[src/sttl_pkg.sv]
// Shared types and codes for the sorted tag lookup table.
// Holds request/result item structs, status and request codes, controller
// state enum and the command/status bundles between controller and datapath.
package sttl_pkg;

    // Request codes
    localparam logic [1:0] REQ_CLEAR  = 2'd0;
    localparam logic [1:0] REQ_APPEND = 2'd1;
    localparam logic [1:0] REQ_LOOKUP = 2'd2;

    // Result status codes
    localparam logic [2:0] ST_ACCEPTED = 3'd0;
    localparam logic [2:0] ST_FOUND    = 3'd1;
    localparam logic [2:0] ST_ABSENT   = 3'd2;
    localparam logic [2:0] ST_FULL     = 3'd3;
    localparam logic [2:0] ST_ORDER    = 3'd4;

    // Input item
    typedef struct packed {
        logic [1:0]  req_type;
        logic [31:0] tag_id;
        logic [9:0]  entry_slot;
    } t_req;

    // Result item
    typedef struct packed {
        logic [2:0]  status;
        logic [9:0]  found_slot;
        logic [10:0] entry_count;
    } t_rsp;

    // Controller states
    typedef enum logic [2:0] {
        S_IDLE,
        S_DECODE,
        S_PROBE_RD,
        S_PROBE_CMP,
        S_SCAN_CMP
    } t_state;

    // Read address source for the store read port
    typedef enum logic [1:0] {
        A_MID,
        A_LO,
        A_NEXT
    } t_addr_sel;

    // Controller to datapath commands
    typedef struct packed {
        logic       latch;       // capture the accepted item
        logic       clear;       // empty the table
        logic       append;      // write the item's tag and slot
        logic       init_range;  // lo = 0, hi = count - 1
        logic       probe;       // remember the midpoint being read
        logic       step;        // narrow lo/hi by the probed tag
        logic       scan_start;  // pos = lo
        logic       scan_next;   // pos = pos + 1
        t_addr_sel  addr_sel;
        logic       respond;     // load the result register
        logic [2:0] rsp_status;
    } t_cmd;

    // Datapath to controller status
    typedef struct packed {
        logic [1:0] req_type;
        logic       empty;
        logic       full;
        logic       order_ok;
        logic       in_range;
        logic       span_gt2;
        logic       hit;
        logic       at_hi;
    } t_stat;

endpackage

[src/sttl_ctrl.sv]
// Controller state machine for the sorted tag lookup table.
// Depends on sttl_pkg for states, codes and the command/status bundles.
module sttl_ctrl (
    input  logic           i_clk,
    input  logic           i_rst_n,
    input  logic           start,
    input  sttl_pkg::t_stat i_stat,
    output logic           busy,
    output logic           o_done,
    output sttl_pkg::t_cmd  o_cmd
);

    sttl_pkg::t_state r_state, n_state;
    logic             r_done;

    // State and done strobe registers
    always_ff @(posedge i_clk) begin
        if (!i_rst_n) begin
            r_state <= sttl_pkg::S_IDLE;
            r_done  <= 1'b0;
        end else begin
            r_state <= n_state;
            r_done  <= o_cmd.respond;
        end
    end

    assign busy   = (r_state != sttl_pkg::S_IDLE);
    assign o_done = r_done;

    // Next state
    always_comb begin
        n_state = r_state;
        unique case (r_state)
            sttl_pkg::S_IDLE: begin
                if (start) n_state = sttl_pkg::S_DECODE;
            end
            sttl_pkg::S_DECODE: begin
                if (i_stat.req_type == sttl_pkg::REQ_LOOKUP && !i_stat.empty
                    && i_stat.in_range) begin
                    n_state = sttl_pkg::S_PROBE_RD;
                end else begin
                    n_state = sttl_pkg::S_IDLE;
                end
            end
            sttl_pkg::S_PROBE_RD: begin
                if (i_stat.span_gt2) n_state = sttl_pkg::S_PROBE_CMP;
                else                 n_state = sttl_pkg::S_SCAN_CMP;
            end
            sttl_pkg::S_PROBE_CMP: begin
                n_state = sttl_pkg::S_PROBE_RD;
            end
            sttl_pkg::S_SCAN_CMP: begin
                if (i_stat.hit || i_stat.at_hi) n_state = sttl_pkg::S_IDLE;
            end
            default: n_state = sttl_pkg::S_IDLE;
        endcase
    end

    // Command outputs
    always_comb begin
        o_cmd            = '0;
        o_cmd.addr_sel   = sttl_pkg::A_MID;
        o_cmd.rsp_status = sttl_pkg::ST_ABSENT;
        unique case (r_state)
            sttl_pkg::S_IDLE: begin
                o_cmd.latch = start;
            end
            sttl_pkg::S_DECODE: begin
                unique case (i_stat.req_type)
                    sttl_pkg::REQ_CLEAR: begin
                        o_cmd.clear      = 1'b1;
                        o_cmd.respond    = 1'b1;
                        o_cmd.rsp_status = sttl_pkg::ST_ACCEPTED;
                    end
                    sttl_pkg::REQ_APPEND: begin
                        o_cmd.respond = 1'b1;
                        if (i_stat.full) begin
                            o_cmd.rsp_status = sttl_pkg::ST_FULL;
                        end else if (!i_stat.order_ok) begin
                            o_cmd.rsp_status = sttl_pkg::ST_ORDER;
                        end else begin
                            o_cmd.append     = 1'b1;
                            o_cmd.rsp_status = sttl_pkg::ST_ACCEPTED;
                        end
                    end
                    sttl_pkg::REQ_LOOKUP: begin
                        // Empty table or tag outside first..last answers at once
                        if (i_stat.empty || !i_stat.in_range) begin
                            o_cmd.respond = 1'b1;
                        end else begin
                            o_cmd.init_range = 1'b1;
                        end
                    end
                    default: begin
                        o_cmd.respond = 1'b1;
                    end
                endcase
            end
            sttl_pkg::S_PROBE_RD: begin
                if (i_stat.span_gt2) begin
                    o_cmd.probe    = 1'b1;
                    o_cmd.addr_sel = sttl_pkg::A_MID;
                end else begin
                    o_cmd.scan_start = 1'b1;
                    o_cmd.addr_sel   = sttl_pkg::A_LO;
                end
            end
            sttl_pkg::S_PROBE_CMP: begin
                o_cmd.step = 1'b1;
            end
            sttl_pkg::S_SCAN_CMP: begin
                if (i_stat.hit) begin
                    o_cmd.respond    = 1'b1;
                    o_cmd.rsp_status = sttl_pkg::ST_FOUND;
                end else if (i_stat.at_hi) begin
                    o_cmd.respond = 1'b1;
                end else begin
                    o_cmd.scan_next = 1'b1;
                    o_cmd.addr_sel  = sttl_pkg::A_NEXT;
                end
            end
            default: begin
                o_cmd.respond = 1'b0;
            end
        endcase
    end

    // A result only follows decode or a scan compare
    a_done_src: assert property (@(posedge i_clk) disable iff (!i_rst_n)
        r_done |-> ($past(r_state) == sttl_pkg::S_DECODE
                    || $past(r_state) == sttl_pkg::S_SCAN_CMP))
        else $error("done strobe from unexpected state");

    // An accepted item is decoded in the next cycle
    a_accept: assert property (@(posedge i_clk) disable iff (!i_rst_n)
        (start && !busy) |=> (r_state == sttl_pkg::S_DECODE))
        else $error("accepted item not decoded");

    // A scan hit is reported in the following cycle
    a_hit: assert property (@(posedge i_clk) disable iff (!i_rst_n)
        (r_state == sttl_pkg::S_SCAN_CMP && i_stat.hit) |=> r_done)
        else $error("scan hit not reported");

endmodule

[config.mk]
export PLATFORM = sky130hd
export DESIGN_NAME = sttl_ctrl
export DESIGN_NICKNAME = d
export VERILOG_FILES = /design/src/sttl_pkg.sv /design/src/sttl_ctrl.sv
export SDC_FILE = /design/constraint.sdc
export NUM_CORES = 1
export LEC_CHECK = 0
export ABC_AREA = 1
export BUFFER_PORTS_ARGS = -buffer_cell sky130_fd_sc_hd__buf_2
export CORE_AREA = 5 5 42 44
export CTS_CLUSTER_DIAMETER = 100
export DETAILED_ROUTE_END_ITERATION = 6
export DIE_AREA = 0 0 47 49
export SYNTH_ARGS = -nofsm -noshare
export SYNTH_HDL_FRONTEND = slang
export SYNTH_SLANG_ARGS = --single-unit
[constraint.sdc]
create_clock -name i_clk -period 1.63 [get_ports i_clk]
set_input_delay 0.326 -clock i_clk [delete_from_list [all_inputs] [get_ports i_clk]]
set_output_delay 0.326 -clock i_clk [all_outputs]
set_load 0.02 [all_outputs]
## Word level (Yosys, flattened, before mapping)

Cells that the tools add are included.

- Flip-flop bits (word level): 4
- Input bits: 12
- Output and inout port bits: 16
- Logic and storage cells: 53

- Equal/unequal tests: 8
- Multiplexer cells: 33
- Reduce and logical (&&, ||, !) cells: 10

Operators by type and width:

| cell | count |
|---|---|
| $mux W3 | 8 |
| $mux W1 | 18 |
| $pmux W3 S5 | 1 |
| $pmux W3 S2 | 2 |
| $eq A3 B2 Y1 const B | 2 |
| $mux W2 | 2 |
| $ne A2 B2 Y1 const B | 2 |
| $pmux W2 S2 | 1 |
| $eq A3 B1 Y1 const B | 1 |
| $eq A3 B3 Y1 const B | 1 |
| $logic_not A3 Y1 | 1 |
| $reduce_bool A3 Y1 | 1 |
| $eq A2 B1 Y1 const B | 1 |
| $eq A2 B2 Y1 const B | 1 |
| $logic_and A1 B1 Y1 | 2 |
| $logic_not A1 Y1 | 2 |
| $logic_not A2 Y1 | 1 |
| $logic_or A1 B1 Y1 | 2 |
| $pmux W1 S2 | 1 |
| $reduce_and A2 Y1 | 1 |

## Longest topological paths before layout

Gate-level depths: netlist of the first run.

- Word-level depth: 5
- Gate-level depth with buffers: 5
- Mapped depth without buffers: 5

## Worst setup path after synthesis of the first run

Ideal clock, no wire load.

- Kind: register to output
- Start point: reg r_state[2]
- End point: out o_cmd[2] in the netlist's numbering
- Arrival time: 1.073 ns
- Data required time: 1.304 ns
- Setup slack: 0.231 ns
- Stages on the path, launching flop included: 4
- Path buffers: 0
- Cells stage by stage: dfxtp_1 inv_2 nand3_2 nor3_1

RTL lines:

| element | line | source |
|---|---|---|
| from (decl) | sttl_ctrl.sv:13 | `sttl_pkg::t_state r_state, n_state;` |
| from (signal assigned) | sttl_ctrl.sv:19 | `r_state <= sttl_pkg::S_IDLE;` |
| from (signal assigned) | sttl_ctrl.sv:22 | `r_state <= n_state;` |
| to (decl) | sttl_ctrl.sv:10 | `output sttl_pkg::t_cmd o_cmd` |

==> results of run 1 <==
-- sequential cells by signal, summed over array words and instances (netlist names) --
register	cells
o_done	1
r_state	3
-- synth_stat cells --
cell,count
inv_1,12
nor2_1,8
nand2_1,7
dfxtp_1,4
inv_2,4
nand2_2,4
nand3_1,3
nor3_1,3
a21oi_2,2
nand3_2,2
nand4_1,2
nor2_4,2
a21oi_1,1
a22oi_2,1
buf_4,1
nand2_4,1
nor2_2,1
nor3_4,1
o21ai_0,1
o22ai_1,1
-- cell usage in the layout, fill, tap and decap left out --
cell and instances:
a21oi_1 1, o21ai_0 1, dfxtp_1 3, inv_1 11
o22ai_1 1, nand4_1 2, nand3_2 2, nand2_1 7
inv_2 5, nor3_4 1, buf_2 27, nor2_2 1
a22oi_2 1, clkbuf_4 3, nor2_4 2, nor3_1 3
nor2_1 8, nand2_4 1, nand2_2 4, nand3_1 3
dfxtp_2 1, a21oi_2 2
-- kinds of logic after synthesis --
family | share of synthesized area (%)
and+or+nand+nor | 50.79
buffers and inverters | 17.14
AOI/OAI and AO/OA | 11.74
DFF | 20.32
-- power groups by stage --
stage / clock network (W) / logic [W] / registers, W
2_1_floorplan: 0 / 0.0000569 / 0.000110
3_3_place_gp: 0 / 0.0000947 / 0.000109
3_5_place_dp: 0 / 0.0000950 / 0.000108
4_1_cts: 0.000127 / 0.0000954 / 0.000107
5_1_grt: 0.000129 / 0.000104 / 0.000107
6_report: 0.000120 / 0.0000940 / 0.000107
-- critical path: stages, from the launching register on --
cell and delay (ns):
dfxtp_1 0.43, nand3_2 0.16, inv_2 0.11, nand2_1 0.05, nor2_1 0.07, buf_2 0.16
-- metal layers --
metal	GRT usage [%]	vias up
li1	-	248
met1	11.38	188
met2	12.44	24
met3	1.476	0
met4	6.912	0
met5	0	-
-- through the flow --
| step | instance area [um2] | util [%] | setup slack (ns) | hold WS [ns] | cells |
|---|---|---|---|---|---|
| 6_report | 565.5 | 40.36 | 0.07792 | 0.3614 | 106 |
| 2_1_floorplan | 394.1 | - | 0.2311 | 0.4724 | 61 |
| 3_3_place_gp | 541.8 | 38.66 | 0.2400 | 0.5991 | 103 |
| 4_1_cts | 564.3 | 40.27 | 0.02856 | 0.3550 | 106 |
| 5_1_grt | 565.5 | 40.36 | 0.008823 | 0.3873 | 106 |
| 3_5_place_dp | 541.8 | 38.66 | 0.2486 | 0.6025 | 103 |
-- path summary, 6_finish.rpt --
kind | from | end | slack [ns] | cells after the start
setup / recovery | r_state[0] | o_cmd[11] | 0.08 | 5
hold / removal | i_rst_n | r_state[0] | 0.36 | 3
setup reg to reg | r_state[0] | r_state[1] | 0.68 | 4
hold reg to reg | r_state[2] | r_state[2] | 0.58 | 2
-- layout make-up --
| class | count | share of cell area [%] |
|---|---|---|
| flip-flops and latches | 4 | 14.38 |
| clock buffers | 3 | 3.982 |
| multi-input cells | 40 | 43.58 |
| repair buffers | 27 | 23.89 |
| well taps | 16 | 3.540 |
| inverters | 16 | 10.62 |
-- what timing repair did --
| item | in CTS | in global routing |
|---|---|---|
| setup endpoints to repair | 0 | 5 |
| setup buffers | 0 | 0 |
| hold buffers | 0 | 0 |
| gates resized for setup | 0 | 2 |
==> qor.yml, run 1 <==
detailroute.wirelength.met2_um: 426
worst_skew_pair.late_latency_ns: 0.23
starting_density_of_the_core_pct: 28.13
report.power.total_w: 0.0003214
global_route.overflow_total: 0
drtAntennaViolNets: 0
grt_pass1_wl_um: 1511
category_of_the_worst_setup_path_launch_point: "flop"
worst_clock_skew_ns: 0.001668
ys.warnings.count: 0
switching_part_of_the_total_pct: 32.15
die-area_um2: 2303
cts_max_level: 1
postSynthCellCount: 61
total_area_of_sequential_cells_um2: 81.33
floorplan.core_area_um2: 1401
synthDominantAreaCellType: "dfxtp_1"
grt_antenna_before_repair: 0
number_of_global_route_vias_before_repair: 389
arrival_ns: 1.23
multiInputGateArea_um2: 246.5
first_iter_violations: 3
ys_seq_elements: 4
holdCritPathClass: "input port to flop"
post-route-min-period_ns: 1.552
drt_first_pass_iters: 4
report.final.slew_viol_count: 0
timing.setup.tns_ns: 0
cts-buffers-inserted: 3
vdd.ir_drop.worst_mv: 0.2927
synthDistinctLibCells: 20
place_hpwl_um: 868.6
cts.root.buffer_cell: "clkbuf_4"
m1WireLength_um: 419
wirelength_um: 981
vias: 460
grt_max_degree: 6
n_fill_cell: 167
route.top_layer_used: "met3"
drt-wirelength-per-cell_um: 9.255
synth.top_cell.area_share_pct: 20.32
num_antenna_cells: 0
wl_met3_um: 135
drv_cap: 0
synth_area_leaders: "dfxtp_1 (20%), inv_1 (11%), nor2_1 (7.6%), nand2_1 (6.7%), nand2_2 (6.3%)"
path_clk_slew_ns: 0.04
outcome: "completed"
std_cell_rows: 14
power_frac_seq_pct: 33.3
critical_path_peak_fanout: 5
max_freq_ghz: 0.6443
finalSetupViolCount: 0
timing_hold_violations_final: 0
syn_area_um2: 394.1
area_growth_syn_to_layout_pct: 43.49
drive_gt1_share_pct: 55.56
remaining_drc_errors: 0
fin_nets: 104
net-switching-power_w: 0.0001033
grt_use_total_pct: 8.861
p_leak_nw: 0.3493
clock_tree_from_tritoncts: "built"
power.share.combinational_pct: 29.2
number_of_buffers_added_on_ports: 27
synth_sequential_area_ratio_pct: 20.32
p_clk_share_pct: 37.5
cts_buffer_depth: 2
timing_worst_setup_path_type: "flop to output port"
place.gp.congestion: 0.8015
chipHeight_um: 49
rsz0062_at_grt: "no"
die_width_um: 47
timing_worst_slew_pin_value_ns: 0.2450
remaining_max_slew_budget_at_the_tightest_pin_pct: 83.50
critical_path_required_time_ns: 1.30
post_synth.cell_area_avg_um2: 6.461
p_int_w: 0.0002181
endpoint_kind: "output port"
syn-num-nets: 73
fin_crit_sh_pct: 95.22
clkSinkCount: 4
pin_count: 28
routed_via_density: 4.340
power.density_nw_per_um2: 568.4
Note: power is estimated with default switching activity, not from simulation.
==> run 2, diff against run 1 <==
- REMOVE_ABC_BUFFERS: not set -> 1
==> qor.yml, run 2 (same netlist as run 1, synthesis figures left out) <==
remaining_drc_errors: 0
timing.setup.tns_ns: 0
final_cells: 106
worst_clock_skew_ns: 0.0008220
report.final.slew_viol_count: 0
timing_hold_violations_final: 0
timing.reg2reg.setup_slack_ns: 0.68
n_fill_cell: 159
floorplan.core_area_um2: 1401
worst_slack_on_hold_paths_ns: 0.3719
fin_nets: 104
routed_via_density: 4.425
remaining_max_slew_budget_at_the_tightest_pin_pct: 82.90
drive_gt1_share_pct: 55.56
timing_worst_setup_path_type: "flop to output port"
p_leak_nw: 0.3503
timing.rr.start: "r_state[1]"
arrival_ns: 1.23
fin_crit_sh_pct: 95.18
dp.cells: 103
drt_first_pass_iters: 2
drtAntennaViolNets: 0
die_width_um: 47
clkSinkCount: 4
grt_max_degree: 6
grt_busiest_layer: "met2"
power.density_nw_per_um2: 563.6
largest_register_ff_count: 3
number_of_buffers_added_on_ports: 27
grt_use_met3_pct: 2.583
timing.critical_path.slowest_stage_cell: "dfxtp_1"
cts_max_level: 1
std_cell_rows: 14
total_area_of_sequential_cells_um2: 81.33
r2r.worst_path.cells: 4
num_antenna_cells: 0
number_of_global_route_vias_before_repair: 387
cts_buffer_depth: 2
place_hpwl_um: 884.3
min_delay_worst_endpoint: "r_state[0]"
critical_path.max_stage_delay_ns: 0.45
rsz0062_at_grt: "no"
cts-buffers-inserted: 3
layout_common_cells: "buf_2 (27), inv_1 (11), nor2_1 (8)"
max_freq_ghz: 0.6446
holdCritPathClass: "input port to flop"
vdd.ir_drop.worst_mv: 0.2550
first_iter_violations: 6
worst_skew_pair.late_latency_ns: 0.23
critical_path_required_time_ns: 1.30
finalSetupViolCount: 0
die-area_um2: 2303
timing_worst_slew_pin_value_ns: 0.2538
cts.root.buffer_cell: "clkbuf_4"
global_route.usage.met2_pct: 13.80
terminus_of_the_critical_flop_to_flop_path: "r_state[1]"
endpoint_kind: "output port"
grt_antenna_before_repair: 0
outcome: "completed"
drv_cap: 0
starting_density_of_the_core_pct: 28.13
area_growth_syn_to_layout_pct: 45.40
wirelength_um: 992
place.gp.congestion: 0.7266
grtUsageMet1_pct: 9.868
vias: 469
path_clk_slew_ns: 0.04
critical_path_peak_fanout: 4
clock_tree_from_tritoncts: "built"
category_of_the_worst_setup_path_launch_point: "flop"
grt_pass1_wl_um: 1483
global_route.overflow_total: 0
hold_path_depth: 3
largest-register: "r_state"
holdCritStartpoint: "i_rst_n"
pin_count: 28
cts_hold_buf: 0
chipHeight_um: 49
grt_use_total_pct: 8.586
cp_cell_sequence: "nor2_4 > nand2_4 > inv_2 > a22oi_2 > buf_2"
mostFrequentLayoutCell: "buf_2"
multiInputGateArea_um2: 254.0
post-route-min-period_ns: 1.551
drt-wirelength-per-cell_um: 9.358
==> run 2: final cells by class <==
| cell class | instances | share of cell area [%] |
|---|---|---|
| Multi-Input combinational cell | 40 | 44.32 |
| Timing Repair Buffer | 27 | 23.58 |
| Sequential cell | 4 | 14.19 |
| Inverter | 16 | 10.48 |
| Clock buffer | 3 | 3.930 |
| Tap cell | 16 | 3.493 |
==> run 2: worst max-delay path, delay by kind of cell (launching register included) <==
kind                   cells  cell delay, ns
AOI/OAI and AO/OA          1            0.13
buffers and inverters      2            0.23
and+or+nand+nor            2            0.17
DFF                        1            0.45
==> run 2: per-stage QoR <==
stage	worst slack (ns)	area, um2	power (W)	util, %
2_1_floorplan	0.2311	386.6	0.0001666	-
3_3_place_gp	0.2422	541.8	0.0002032	38.66
3_5_place_dp	0.2358	541.8	0.0002038	38.66
4_1_cts	0.02294	564.3	0.0003288	40.27
5_1_grt	0.001094	573.1	0.0003477	40.89
6_report	0.07858	573.1	0.0003229	40.89
==> run 2: power breakdown <==
part	internal (W)	switching, W	total (W)
logic	0.0000349	0.0000612	0.0000961
registers	0.000102	0.00000522	0.000108
clock network	0.0000821	0.0000371	0.000119
total	0.000219	0.000104	0.000323
==> run 2: worst max-delay path by stage <==
stage,from,slack [ns],endpoint,cells past startpoint
after global placement,i_stat[7],0.24,o_cmd[1],6
after floorplan,r_state[2],0.23,o_cmd[2],3
after CTS,r_state[2],0.02,o_cmd[1],5
after detailed placement,i_stat[7],0.24,o_cmd[1],6
final,r_state[0],0.08,o_cmd[1],5
after global routing,r_state[0],0.001,o_cmd[11],5
==> run 2: metal layers <==
layer / part of all wire, % / vias up
met1: 41 / 200
met4: 0 / 0
li1: - / 250
met5: 0 / -
met2: 50 / 19
met3: 9.5 / 0
==> run 2: what timing repair did <==
action,in CTS,in global routing
gates resized for setup,0,3
buffers inserted,0,0
setup endpoints to repair,0,5
